## src/sv/oectmr_pkg.sv

```systemverilog
`timescale 1ns / 1ps
`default_nettype none
// ----------------------------------------------------------------------------
// oectmr_pkg
// Shared types and constants of the overflow-extended countdown timer bank.
// ----------------------------------------------------------------------------
package oectmr_pkg;

   localparam int CMD_WIDTH   = 3;
   localparam int INDEX_WIDTH = 4;
   localparam int VALUE_WIDTH = 32;
   localparam int LOOP_WIDTH  = 16;
   localparam int CNT_WIDTH   = 8;
   localparam int CSR_WIDTH   = 16;

   localparam logic [CNT_WIDTH-1:0] CNT_TOP = 8'hff;

   typedef enum logic [CMD_WIDTH-1:0] {
      CMD_COUNT   = 3'd0,
      CMD_LOAD    = 3'd1,
      CMD_START   = 3'd2,
      CMD_STOP    = 3'd3,
      CMD_CLEAR   = 3'd4,
      CMD_READ    = 3'd5,
      CMD_RESTART = 3'd6,
      CMD_RSVD    = 3'd7
   } cmd_type;

   typedef enum logic {
      CSR_LOOP_COUNT      = 1'b0,
      CSR_REMAINDER_COUNT = 1'b1
   } csr_index_type;

   typedef enum logic [2:0] {
      S_IDLE,
      S_SWEEP,
      S_DRAIN,
      S_LOOKUP,
      S_EXEC
   } state_type;

endpackage : oectmr_pkg
`default_nettype wire

```

## src/sv/oectmr_if.sv

```systemverilog
`timescale 1ns / 1ps
`default_nettype none
// ----------------------------------------------------------------------------
// oectmr_req_if / oectmr_rsp_if
// Valid/ready channels for command items and status result items.
// ----------------------------------------------------------------------------
interface oectmr_req_if;
   logic                                    valid;
   logic                                    ready;
   logic [oectmr_pkg::CMD_WIDTH-1:0]        cmd;
   logic [oectmr_pkg::INDEX_WIDTH-1:0]      timer_index;
   logic [oectmr_pkg::VALUE_WIDTH-1:0]      load_value;

   modport source (output valid, cmd, timer_index, load_value, input ready);
   modport sink   (input valid, cmd, timer_index, load_value, output ready);
endinterface : oectmr_req_if

interface oectmr_rsp_if;
   logic                                    valid;
   logic                                    ready;
   logic                                    tick_fired;
   logic [oectmr_pkg::INDEX_WIDTH-1:0]      slot_index;
   logic [oectmr_pkg::VALUE_WIDTH-1:0]      ticks_left;
   logic                                    slot_running;
   logic                                    slot_finished;

   modport source (output valid, tick_fired, slot_index, ticks_left, slot_running,
                   slot_finished, input ready);
   modport sink   (input valid, tick_fired, slot_index, ticks_left, slot_running,
                   slot_finished, output ready);
endinterface : oectmr_rsp_if
`default_nettype wire

```

## src/sv/overflow_extended_countdown_timers_core.sv

```systemverilog
`timescale 1ns / 1ps
`default_nettype none
// ----------------------------------------------------------------------------
// overflow_extended_countdown_timers_core
// Prescaled overflow counter driving a bank of countdown timers held in RAM.
// ----------------------------------------------------------------------------
// Usage:
//   req_chan carries one command item (count pulse, load, start, stop, clear,
//   read, restart period); rsp_chan returns exactly one status item per
//   command, reporting the addressed slot after the command took effect.
//   csr_we/csr_index/csr_wdata write loop_count and remainder_count; write
//   them only while the block is idle.
// Timing:
//   a command passes through the lookup and execute states before its result
//   is registered, and the next item is taken once the block is idle again. A
//   count pulse that fires a base tick first sweeps the slot RAM, one entry per
//   cycle through its single read and single write port, and then drains.
// Reset:
//   synchronous; clears the prescaler, config, state and valid flags and the
//   per-slot valid bits, so every slot reads zero until written; no clear pass.
// Stall:
//   a result waits in the output register while the next item is accepted;
//   that item then holds in its final step until the result is taken.
// ----------------------------------------------------------------------------
module overflow_extended_countdown_timers_core #(
   parameter int NUM_TIMERS = 16,
   parameter int TICK_WIDTH = 32
) (
   input  wire                                  clock,
   input  wire                                  reset,
   oectmr_req_if.sink                           req_chan,
   oectmr_rsp_if.source                         rsp_chan,
   input  wire                                  csr_we,
   input  wire                                  csr_index,
   input  wire [oectmr_pkg::CSR_WIDTH-1:0]      csr_wdata
);

   localparam int AW      = (NUM_TIMERS > 1) ? $clog2(NUM_TIMERS) : 1;
   localparam int EW      = TICK_WIDTH + 2;
   localparam int RUN_BIT = EW - 1;
   localparam int FIN_BIT = EW - 2;
   localparam logic [AW-1:0] LAST_ADDR = AW'(NUM_TIMERS - 1);

   // configuration
   logic [oectmr_pkg::LOOP_WIDTH-1:0] loop_ff;
   logic [oectmr_pkg::CNT_WIDTH-1:0]  rem_ff;

   // prescaler
   logic [oectmr_pkg::CNT_WIDTH-1:0]  cnt_ff, cnt_in;
   logic [oectmr_pkg::LOOP_WIDTH-1:0] ovf_ff, ovf_in;
   logic                              inrem_ff, inrem_in;
   logic                              fire;

   // sequencer
   oectmr_pkg::state_type             state_ff, state_in;
   oectmr_pkg::cmd_type               cmd_ff, cmd_in;
   logic [oectmr_pkg::INDEX_WIDTH-1:0] idx_ff, idx_in;
   logic [TICK_WIDTH-1:0]             val_ff, val_in;
   logic                              fired_ff, fired_in;
   logic [AW-1:0]                     ptr_ff, ptr_in;
   logic                              wr_pend_ff, wr_pend_in;
   logic [AW-1:0]                     wr_addr_ff, wr_addr_in;

   // slot memory
   logic [EW-1:0]                     mem [NUM_TIMERS];
   logic [NUM_TIMERS-1:0]             vld_ff;
   logic [EW-1:0]                     rd_data_ff;
   logic                              rd_vld_ff;
   logic                              mem_re, mem_we;
   logic [AW-1:0]                     mem_ra, mem_wa;
   logic [EW-1:0]                     mem_wd;
   logic [EW-1:0]                     cur, sweep_wd, exec_wd;
   logic [TICK_WIDTH-1:0]             dec;
   logic                              idx_ok;
   logic [AW-1:0]                     idx_addr;
   logic                              done;

   // result register
   logic                              rsp_valid_ff, rsp_valid_in;
   logic                              rsp_fired_ff, rsp_fired_in;
   logic [oectmr_pkg::INDEX_WIDTH-1:0] rsp_idx_ff, rsp_idx_in;
   logic [oectmr_pkg::VALUE_WIDTH-1:0] rsp_ticks_ff, rsp_ticks_in;
   logic                              rsp_run_ff, rsp_run_in;
   logic                              rsp_fin_ff, rsp_fin_in;

   assign req_chan.ready         = (state_ff == oectmr_pkg::S_IDLE);
   assign rsp_chan.valid         = rsp_valid_ff;
   assign rsp_chan.tick_fired    = rsp_fired_ff;
   assign rsp_chan.slot_index    = rsp_idx_ff;
   assign rsp_chan.ticks_left    = rsp_ticks_ff;
   assign rsp_chan.slot_running  = rsp_run_ff;
   assign rsp_chan.slot_finished = rsp_fin_ff;

   assign idx_ok   = (32'(idx_ff) < NUM_TIMERS);
   assign idx_addr = AW'(idx_ff);
   assign cur      = rd_vld_ff ? rd_data_ff : '0;
   assign dec      = cur[TICK_WIDTH-1:0] - TICK_WIDTH'(1);
   assign done     = !rsp_valid_ff || rsp_chan.ready;

   // base tick update of one entry
   always_comb begin
      sweep_wd = cur;
      if (cur[RUN_BIT]) begin
         sweep_wd[TICK_WIDTH-1:0] = dec;
         if (dec == '0) begin
            sweep_wd[RUN_BIT] = 1'b0;
            sweep_wd[FIN_BIT] = 1'b1;
         end
      end
   end

   // command update of the addressed entry
   always_comb begin
      exec_wd = cur;
      case (cmd_ff)
         oectmr_pkg::CMD_LOAD: begin
            exec_wd[TICK_WIDTH-1:0] = val_ff;
         end
         oectmr_pkg::CMD_START: begin
            exec_wd[RUN_BIT] = 1'b1;
            exec_wd[FIN_BIT] = 1'b0;
         end
         oectmr_pkg::CMD_STOP: begin
            exec_wd[RUN_BIT] = 1'b0;
         end
         oectmr_pkg::CMD_CLEAR: begin
            exec_wd = '0;
         end
         default: begin
            exec_wd = cur;
         end
      endcase
   end

   // prescaler next state for the item on the request channel
   always_comb begin
      logic [oectmr_pkg::CNT_WIDTH-1:0] p1;
      logic                             do_restart;
      p1         = cnt_ff + 8'd1;
      cnt_in     = cnt_ff;
      ovf_in     = ovf_ff;
      inrem_in   = inrem_ff;
      fire       = 1'b0;
      do_restart = 1'b0;
      case (oectmr_pkg::cmd_type'(req_chan.cmd))
         oectmr_pkg::CMD_COUNT: begin
            cnt_in = p1;
            if (p1 == '0) begin
               if (ovf_ff == loop_ff) begin
                  if (inrem_ff) begin
                     fire       = 1'b1;
                     do_restart = 1'b1;
                  end else begin
                     inrem_in = 1'b1;
                     cnt_in   = oectmr_pkg::CNT_TOP - rem_ff;
                  end
               end else begin
                  ovf_in = ovf_ff + 16'd1;
               end
            end
         end
         oectmr_pkg::CMD_RESTART: begin
            do_restart = 1'b1;
         end
         default: begin
            do_restart = 1'b0;
         end
      endcase
      if (do_restart) begin
         if (loop_ff != '0) begin
            ovf_in   = '0;
            inrem_in = 1'b0;
         end else begin
            inrem_in = 1'b1;
            cnt_in   = oectmr_pkg::CNT_TOP - rem_ff;
         end
      end
   end

   // sequencer
   always_comb begin
      state_in     = state_ff;
      cmd_in       = cmd_ff;
      idx_in       = idx_ff;
      val_in       = val_ff;
      fired_in     = fired_ff;
      ptr_in       = ptr_ff;
      wr_pend_in   = 1'b0;
      wr_addr_in   = wr_addr_ff;
      mem_re       = 1'b0;
      mem_ra       = ptr_ff;
      mem_we       = 1'b0;
      mem_wa       = wr_addr_ff;
      mem_wd       = sweep_wd;
      rsp_valid_in = rsp_valid_ff && !rsp_chan.ready;
      rsp_fired_in = rsp_fired_ff;
      rsp_idx_in   = rsp_idx_ff;
      rsp_ticks_in = rsp_ticks_ff;
      rsp_run_in   = rsp_run_ff;
      rsp_fin_in   = rsp_fin_ff;
      unique case (state_ff)
         oectmr_pkg::S_IDLE: begin
            if (req_chan.valid) begin
               cmd_in   = oectmr_pkg::cmd_type'(req_chan.cmd);
               idx_in   = req_chan.timer_index;
               val_in   = TICK_WIDTH'(req_chan.load_value);
               fired_in = fire;
               ptr_in   = '0;
               state_in = fire ? oectmr_pkg::S_SWEEP : oectmr_pkg::S_LOOKUP;
            end
         end
         oectmr_pkg::S_SWEEP: begin
            // read entry ptr while writing back the one read last cycle
            mem_re     = 1'b1;
            mem_ra     = ptr_ff;
            mem_we     = wr_pend_ff;
            wr_pend_in = 1'b1;
            wr_addr_in = ptr_ff;
            if (ptr_ff == LAST_ADDR) begin
               state_in = oectmr_pkg::S_DRAIN;
            end else begin
               ptr_in = ptr_ff + AW'(1);
            end
         end
         oectmr_pkg::S_DRAIN: begin
            mem_we   = wr_pend_ff;
            state_in = oectmr_pkg::S_LOOKUP;
         end
         oectmr_pkg::S_LOOKUP: begin
            mem_re   = idx_ok;
            mem_ra   = idx_addr;
            state_in = oectmr_pkg::S_EXEC;
         end
         oectmr_pkg::S_EXEC: begin
            if (done) begin
               mem_we       = idx_ok;
               mem_wa       = idx_addr;
               mem_wd       = exec_wd;
               rsp_valid_in = 1'b1;
               rsp_fired_in = fired_ff;
               rsp_idx_in   = idx_ff;
               rsp_ticks_in = idx_ok ? oectmr_pkg::VALUE_WIDTH'(exec_wd[TICK_WIDTH-1:0]) : '0;
               rsp_run_in   = idx_ok && exec_wd[RUN_BIT];
               rsp_fin_in   = idx_ok && exec_wd[FIN_BIT];
               state_in     = oectmr_pkg::S_IDLE;
            end
         end
         default: begin
            state_in = oectmr_pkg::S_IDLE;
         end
      endcase
   end

   always_ff @(posedge clock) begin
      if (reset) begin
         state_ff <= oectmr_pkg::S_IDLE;
      end else begin
         state_ff <= state_in;
      end
   end

   always_ff @(posedge clock) begin
      if (reset) begin
         loop_ff      <= '0;
         rem_ff       <= '0;
         cnt_ff       <= '0;
         ovf_ff       <= '0;
         inrem_ff     <= 1'b0;
         wr_pend_ff   <= 1'b0;
         rsp_valid_ff <= 1'b0;
         vld_ff       <= '0;
      end else begin
         if (csr_we) begin
            case (oectmr_pkg::csr_index_type'(csr_index))
               oectmr_pkg::CSR_LOOP_COUNT: begin
                  loop_ff <= csr_wdata;
               end
               oectmr_pkg::CSR_REMAINDER_COUNT: begin
                  rem_ff <= csr_wdata[oectmr_pkg::CNT_WIDTH-1:0];
               end
               default: begin
                  rem_ff <= rem_ff;
               end
            endcase
         end
         if (state_ff == oectmr_pkg::S_IDLE && req_chan.valid) begin
            cnt_ff   <= cnt_in;
            ovf_ff   <= ovf_in;
            inrem_ff <= inrem_in;
         end
         wr_pend_ff   <= wr_pend_in;
         rsp_valid_ff <= rsp_valid_in;
         if (mem_we) begin
            vld_ff[mem_wa] <= 1'b1;
         end
      end
   end

   always_ff @(posedge clock) begin
      cmd_ff       <= cmd_in;
      idx_ff       <= idx_in;
      val_ff       <= val_in;
      fired_ff     <= fired_in;
      ptr_ff       <= ptr_in;
      wr_addr_ff   <= wr_addr_in;
      rsp_fired_ff <= rsp_fired_in;
      rsp_idx_ff   <= rsp_idx_in;
      rsp_ticks_ff <= rsp_ticks_in;
      rsp_run_ff   <= rsp_run_in;
      rsp_fin_ff   <= rsp_fin_in;
   end

   // slot ram: one write port, one registered read port
   always_ff @(posedge clock) begin
      if (mem_we) begin
         mem[mem_wa] <= mem_wd;
      end
      if (mem_re) begin
         rd_data_ff <= mem[mem_ra];
         rd_vld_ff  <= vld_ff[mem_ra];
      end
   end

   a_no_rw_collision : assert property (@(posedge clock) disable iff (reset)
      !(mem_we && mem_re && (mem_wa == mem_ra)))
      else $error("slot ram read and write hit the same entry");

   a_fire_sweeps : assert property (@(posedge clock) disable iff (reset)
      (req_chan.valid && req_chan.ready && fire) |=> (state_ff == oectmr_pkg::S_SWEEP))
      else $error("base tick did not start a sweep");

   a_exec_delivers : assert property (@(posedge clock) disable iff (reset)
      (state_ff == oectmr_pkg::S_EXEC && done) |=> rsp_valid_ff)
      else $error("finished item produced no result");

   a_sweep_blocks : assert property (@(posedge clock) disable iff (reset)
      (state_ff == oectmr_pkg::S_SWEEP) |=>
         (state_ff == oectmr_pkg::S_SWEEP || state_ff == oectmr_pkg::S_DRAIN))
      else $error("sweep left early");

endmodule : overflow_extended_countdown_timers_core
`default_nettype wire

```

## src/flat_wrapper.sv

```systemverilog
// flat-port wrapper written by rule: the top's interface ports become plain ports
module overflow_extended_countdown_timers_core_flat 
#(
   parameter int NUM_TIMERS = 16,
   parameter int TICK_WIDTH = 32
)
  (clock, reset, csr_we, csr_index, csr_wdata, req_chan_valid, req_chan_cmd, req_chan_timer_index, req_chan_load_value, req_chan_ready, rsp_chan_valid, rsp_chan_tick_fired, rsp_chan_slot_index, rsp_chan_ticks_left, rsp_chan_slot_running, rsp_chan_slot_finished, rsp_chan_ready);
  oectmr_req_if req_chan_i ();
  oectmr_rsp_if rsp_chan_i ();
  input  wire clock;
  input  wire reset;
  input  wire csr_we;
  input  wire csr_index;
  input  wire [oectmr_pkg::CSR_WIDTH-1:0] csr_wdata;
  input wire logic [$bits(req_chan_i.valid)-1:0] req_chan_valid;
  input wire logic [$bits(req_chan_i.cmd)-1:0] req_chan_cmd;
  input wire logic [$bits(req_chan_i.timer_index)-1:0] req_chan_timer_index;
  input wire logic [$bits(req_chan_i.load_value)-1:0] req_chan_load_value;
  output wire logic [$bits(req_chan_i.ready)-1:0] req_chan_ready;
  output wire logic [$bits(rsp_chan_i.valid)-1:0] rsp_chan_valid;
  output wire logic [$bits(rsp_chan_i.tick_fired)-1:0] rsp_chan_tick_fired;
  output wire logic [$bits(rsp_chan_i.slot_index)-1:0] rsp_chan_slot_index;
  output wire logic [$bits(rsp_chan_i.ticks_left)-1:0] rsp_chan_ticks_left;
  output wire logic [$bits(rsp_chan_i.slot_running)-1:0] rsp_chan_slot_running;
  output wire logic [$bits(rsp_chan_i.slot_finished)-1:0] rsp_chan_slot_finished;
  input wire logic [$bits(rsp_chan_i.ready)-1:0] rsp_chan_ready;
  assign req_chan_i.valid = req_chan_valid;
  assign req_chan_i.cmd = req_chan_cmd;
  assign req_chan_i.timer_index = req_chan_timer_index;
  assign req_chan_i.load_value = req_chan_load_value;
  assign req_chan_ready = req_chan_i.ready;
  assign rsp_chan_valid = rsp_chan_i.valid;
  assign rsp_chan_tick_fired = rsp_chan_i.tick_fired;
  assign rsp_chan_slot_index = rsp_chan_i.slot_index;
  assign rsp_chan_ticks_left = rsp_chan_i.ticks_left;
  assign rsp_chan_slot_running = rsp_chan_i.slot_running;
  assign rsp_chan_slot_finished = rsp_chan_i.slot_finished;
  assign rsp_chan_i.ready = rsp_chan_ready;
  overflow_extended_countdown_timers_core #(.NUM_TIMERS(NUM_TIMERS), .TICK_WIDTH(TICK_WIDTH)) u_core (.clock(clock), .reset(reset), .req_chan(req_chan_i), .rsp_chan(rsp_chan_i), .csr_we(csr_we), .csr_index(csr_index), .csr_wdata(csr_wdata));
endmodule
```

## config.mk

```make
export PLATFORM = sky130hd
export DESIGN_NAME = overflow_extended_countdown_timers_core_flat
export DESIGN_NICKNAME = d
export VERILOG_FILES = /design/src/sv/oectmr_pkg.sv /design/src/sv/oectmr_if.sv /design/src/sv/overflow_extended_countdown_timers_core.sv /design/src/flat_wrapper.sv
export SDC_FILE = /design/constraint.sdc
export NUM_CORES = 1
export LEC_CHECK = 0
export BUFFER_PORTS_ARGS = -buffer_cell sky130_fd_sc_hd__buf_2
export CAP_MARGIN = 10
export CELL_PAD_IN_SITES_DETAIL_PLACEMENT = 0
export CELL_PAD_IN_SITES_GLOBAL_PLACEMENT = 2
export CORE_UTILIZATION = 41
export CTS_CLUSTER_DIAMETER = 40
export DETAILED_ROUTE_END_ITERATION = 12
export PLACE_DENSITY = 0.67
export SETUP_SLACK_MARGIN = 0.02
export SYNTH_ARGS = -nofsm -noshare
export SYNTH_HDL_FRONTEND = slang
export SYNTH_SLANG_ARGS = --single-unit
```

## constraint.sdc

```tcl
create_clock -name clock -period 7.6 [get_ports clock]
set_clock_uncertainty 0.2 [all_clocks]
set_input_delay 1.14 -clock clock [delete_from_list [all_inputs] [get_ports clock]]
set_output_delay 1.14 -clock clock [all_outputs]
set_load 0.01 [all_outputs]
```

==> reports/summary.txt <==
Final hold slack: 0.229 ns
Syn Std Cell Area: 30,200 sq um
Count of cell types in the netlist: 76
Mux share of post-synthesis cell area: 0.108
Final setup fails: 0
CP bufs+invs: 2
Met1 GRT Util: 0.322
R2R setup slack: 2.76 ns
Synthesized Nets: 1,923
DR vias/cell: 5.65
PwrDens: 331 nW/um^2
Post-Synth Simple-Gate Area: 0.0774
Sequential area share after synthesis: 0.710
Top FF cell, synth: edfxtp_1
Area Growth Syn to Fin: 19.1%
Synth top area share: 0.663
Num CTS Buffers: 111
Fin nets: 2,079
Worst min-delay path class: reg -> reg
Die Ht: 273 um
Internal power: 8.74 mW
Final Cycle Share: 0.636
Slew margin rel.: 0.246
Initial Util: 0.414
Met3 usage: 0.0345
Status: finished clean
Clock Power Share: 0.446
Filler Cells Inserted: 6,195
Post-synthesis compound-gate area fraction: 0.0617
Critical path's slowest cell: and2b_4
Comb power frac: 0.138
Synth area leaders: edfxtp_1 (66%), mux4_2 (10%), dfxtp_1 (4.6%), nand2_1 (2.5%), xnor2_1 (1.1%)
Setup TNS: 0 ns
Most common cell on crit path: buf_4
R2r endpoint: u_core.rd_data_ff[22]$_DFFE_PP_
Total wire length: 81,400 um
Grt met2 use: 0.342
DP Wirelength: 47,000 um
Die ar.: 74,600 sq um
Largest net degree at the start of global routing: 81
CTS Hold Bufs: 0
CP Cell Sequence: and2b_4 > nand2_2 > mux2i_4 > buf_4 > buf_4 > mux4_2 > and2_1 > a211oi_1 > a31oi_1
Peak ir drop on the vdd network: 0.000226 V
Cells on worst reg2reg path: 9
Clock sinks: 736
Clock buffer depth: 3
Crit. End Element: register
Worst-path fanout max: 37
Mapped Cells: 1,856
Post-DRT Antenna Nets: 0
Worst Setup SP: u_core.state_ff[2]$_SDFFE_PP0P_
Main combinational cell family by area after synthesis: multiplexers
Synth warnings: 0
Max frequency: 0.207 GHz
Diode count: 0
Setup bufs post-CTS: 0
FFs w/ async S/R, synth: 0
Highest-count cells in the layout ignoring fill and taps: edfxtp_1 (666), nand2_1 (201), mux4_2 (140), clkbuf_16 (115), buf_2 (105)
Critical path class: reg -> reg
H-Tree Depth: 3
Rows: 99
Commonest non-fill, non-tap cell in the layout: edfxtp_1
Hold Startpoint: u_core.fired_ff$_DFFE_PP_
Die X: 273 um
Hold depth: 0
Congestion Overflow GR: 0
Hold EP: u_core.rsp_chan.tick_fired$_DFFE_PP_
Sw Pwr: 3.14 mW
Register share of total power: 0.416
Switching Share: 0.264
Seq cells post-synth: 736
Syn avg cell area: 16.2 sq um
# IOs: 102
Gr usage total: 0.220
Slack of the critical path: 2.76 ns
XOR/XNOR Fraction of Synth Area: 0.0209
Max_cap viols: 0
Core outline area: 72,800 sq um
Post-Synth Adder-Cell Area: 0.00249
Layout cells sized above 1: 0.258
Worst EP arrival: 5.00 ns
First-pass GRT wire length: 119,000 um
Gr busiest metal: met2
Final hold viol count: 0
Total number of vias: 17,300
Leading area contributor after synthesis: edfxtp_1
Number of global-route vias before repair: 17,600
CTS resizes: 0
CP peak stage delay: 0.96 ns
WP data required: 7.76 ns
PortBufs: 101
Final Critical Period: 4.84 ns
CTS tree: built
Family with the most delay on the worst path: simple AND/OR/NAND/NOR gates
Root buf cell: clkbuf_16
Initial antenna violation count: 0
R2R Path Start: u_core.state_ff[2]$_SDFFE_PP0P_
DRC viols: 0
RSZ-0062 raised after global routing: false
Routability cong.: 0.776
Pins Over Slew Limit: 0
Drt first pass iters: 7
P_leak: 11.8 nW
Skew-Pair Late Insertion Delay: 0.69 ns
Measured slew at the worst slew-check pin: 1.12 ns
Pre-CTS setup slack: 2.48 ns
Wire length per cell: 26.5 um
Clk slew on worst S/H paths: 0.05 ns
Setup crit start kind: register
First-iteration detailed-routing DRC count: 1,526
Number of synthesized flops with an enable pin: 666
[worst register-to-register path, cell delays in order, from the launching register on]
cell and delay (ns):
dfxtp_1 0.37, and2b_4 0.96, nand2_2 0.40, mux2i_4 0.30, buf_4 0.53, buf_4 0.69
mux4_2 0.61, and2_1 0.17, a211oi_1 0.23, a31oi_1 0.07
[flip-flops by register name (all words and copies together), names as in the netlist, 3 cells and up]
name and flops:
u_core.ptr_ff 4, u_core.rsp_chan.ticks_left 32, u_core.rem_ff 8, u_core.idx_addr 4, u_core.vld_ff 16, u_core.cnt_ff 8
u_core.ovf_ff 16, u_core.wr_addr_ff 4, u_core.state_ff 3, u_core.loop_ff 16, u_core.val_ff 32, u_core.cmd_ff 3
u_core.rd_data_ff 34, u_core.rsp_chan.slot_index 4, u_core.mem 544
[per-layer routing]
metal  vias up  share of wire
li1       7660              -
met1      9061           0.46
met2       493           0.47
met3       125          0.049
met4         0          0.022
met5         -              0
[synthesized netlist by cell type (all sizes together), types with 3 or more instances]
cell type  number
a22o           32
xnor2          38
and4            4
o21ai          40
inv            12
a21oi          67
nor4           20
and2           41
a311oi          3
xor2           34
clkbuf         79
a32o            3
a21o            4
mux4          140
nand3b          4
or4             5
edfxtp        666
nand4          21
nor2b           5
nor2           88
or3            12
a31oi          41
o21ba           5
nor3           18
dfxtp          70
nand4b          4
and3            7
or2             5
nand3          34
o21bai          3
o21a            8
a211oi         42
nand2b         10
nand2         202
ha              6
mux2i          10
o41ai           6
buf            37
[power groups by stage]
stage          Clock [mW]  Combinational (mW)  Sequential, mW
2_1_floorplan           0                1.20            4.89
3_3_place_gp            0                1.63            5.02
3_5_place_dp            0                1.65            5.01
4_1_cts              5.38                1.66            4.93
5_1_grt              5.56                1.78            4.95
6_report             5.30                1.64            4.94
[through the flow]
step	util	instance area [sq um]	cells	total power, mW
after floorplan	-	30200	1856	6.08
after global routing	0.493	35900	3069	12.3
after global placement	0.438	31900	2851	6.65
after detailed placement	0.439	31900	2857	6.67
final	0.493	35900	3069	11.9
after CTS	0.493	35900	3068	12.0
[worst max path at each step]
| stage | to | cells past startpoint |
|---|---|---|
| 2_1_floorplan | u_core.mem[4][0]$_DFFE_PP_ | 6 |
| 3_3_place_gp | u_core.mem[14][33]$_DFFE_PP_ | 9 |
| 3_5_place_dp | u_core.mem[1][33]$_DFFE_PP_ | 9 |
| 4_1_cts | u_core.rd_data_ff[22]$_DFFE_PP_ | 9 |
| 5_1_grt | u_core.rd_data_ff[19]$_DFFE_PP_ | 9 |
| 6_report | u_core.rd_data_ff[22]$_DFFE_PP_ | 9 |
[final cells by class]
| type | count | area [sq um] | area share |
|---|---|---|---|
| clock buffers | 123 | 2920 | 0.0813 |
| flip-flops and latches | 736 | 21400 | 0.596 |
| repair buffers | 159 | 956 | 0.0266 |
| inverters | 14 | 55.1 | 0.00153 |
| well taps | 959 | 1200 | 0.0334 |
| multi-input cells | 990 | 8350 | 0.233 |
| clock inverters | 88 | 1020 | 0.0285 |
[kinds of logic (layout without fill, tap and decap cells)]
family	after synthesis	in the layout
AOI/OAI and AO/OA	277	277
and+or+nand+nor	484	484
adders and majority gates	6	6
DFF	736	736
buffers and inverters	130	384
muxes	151	151
xor gates and xnor gates	72	72
Note: power is estimated with default switching activity, not from simulation.
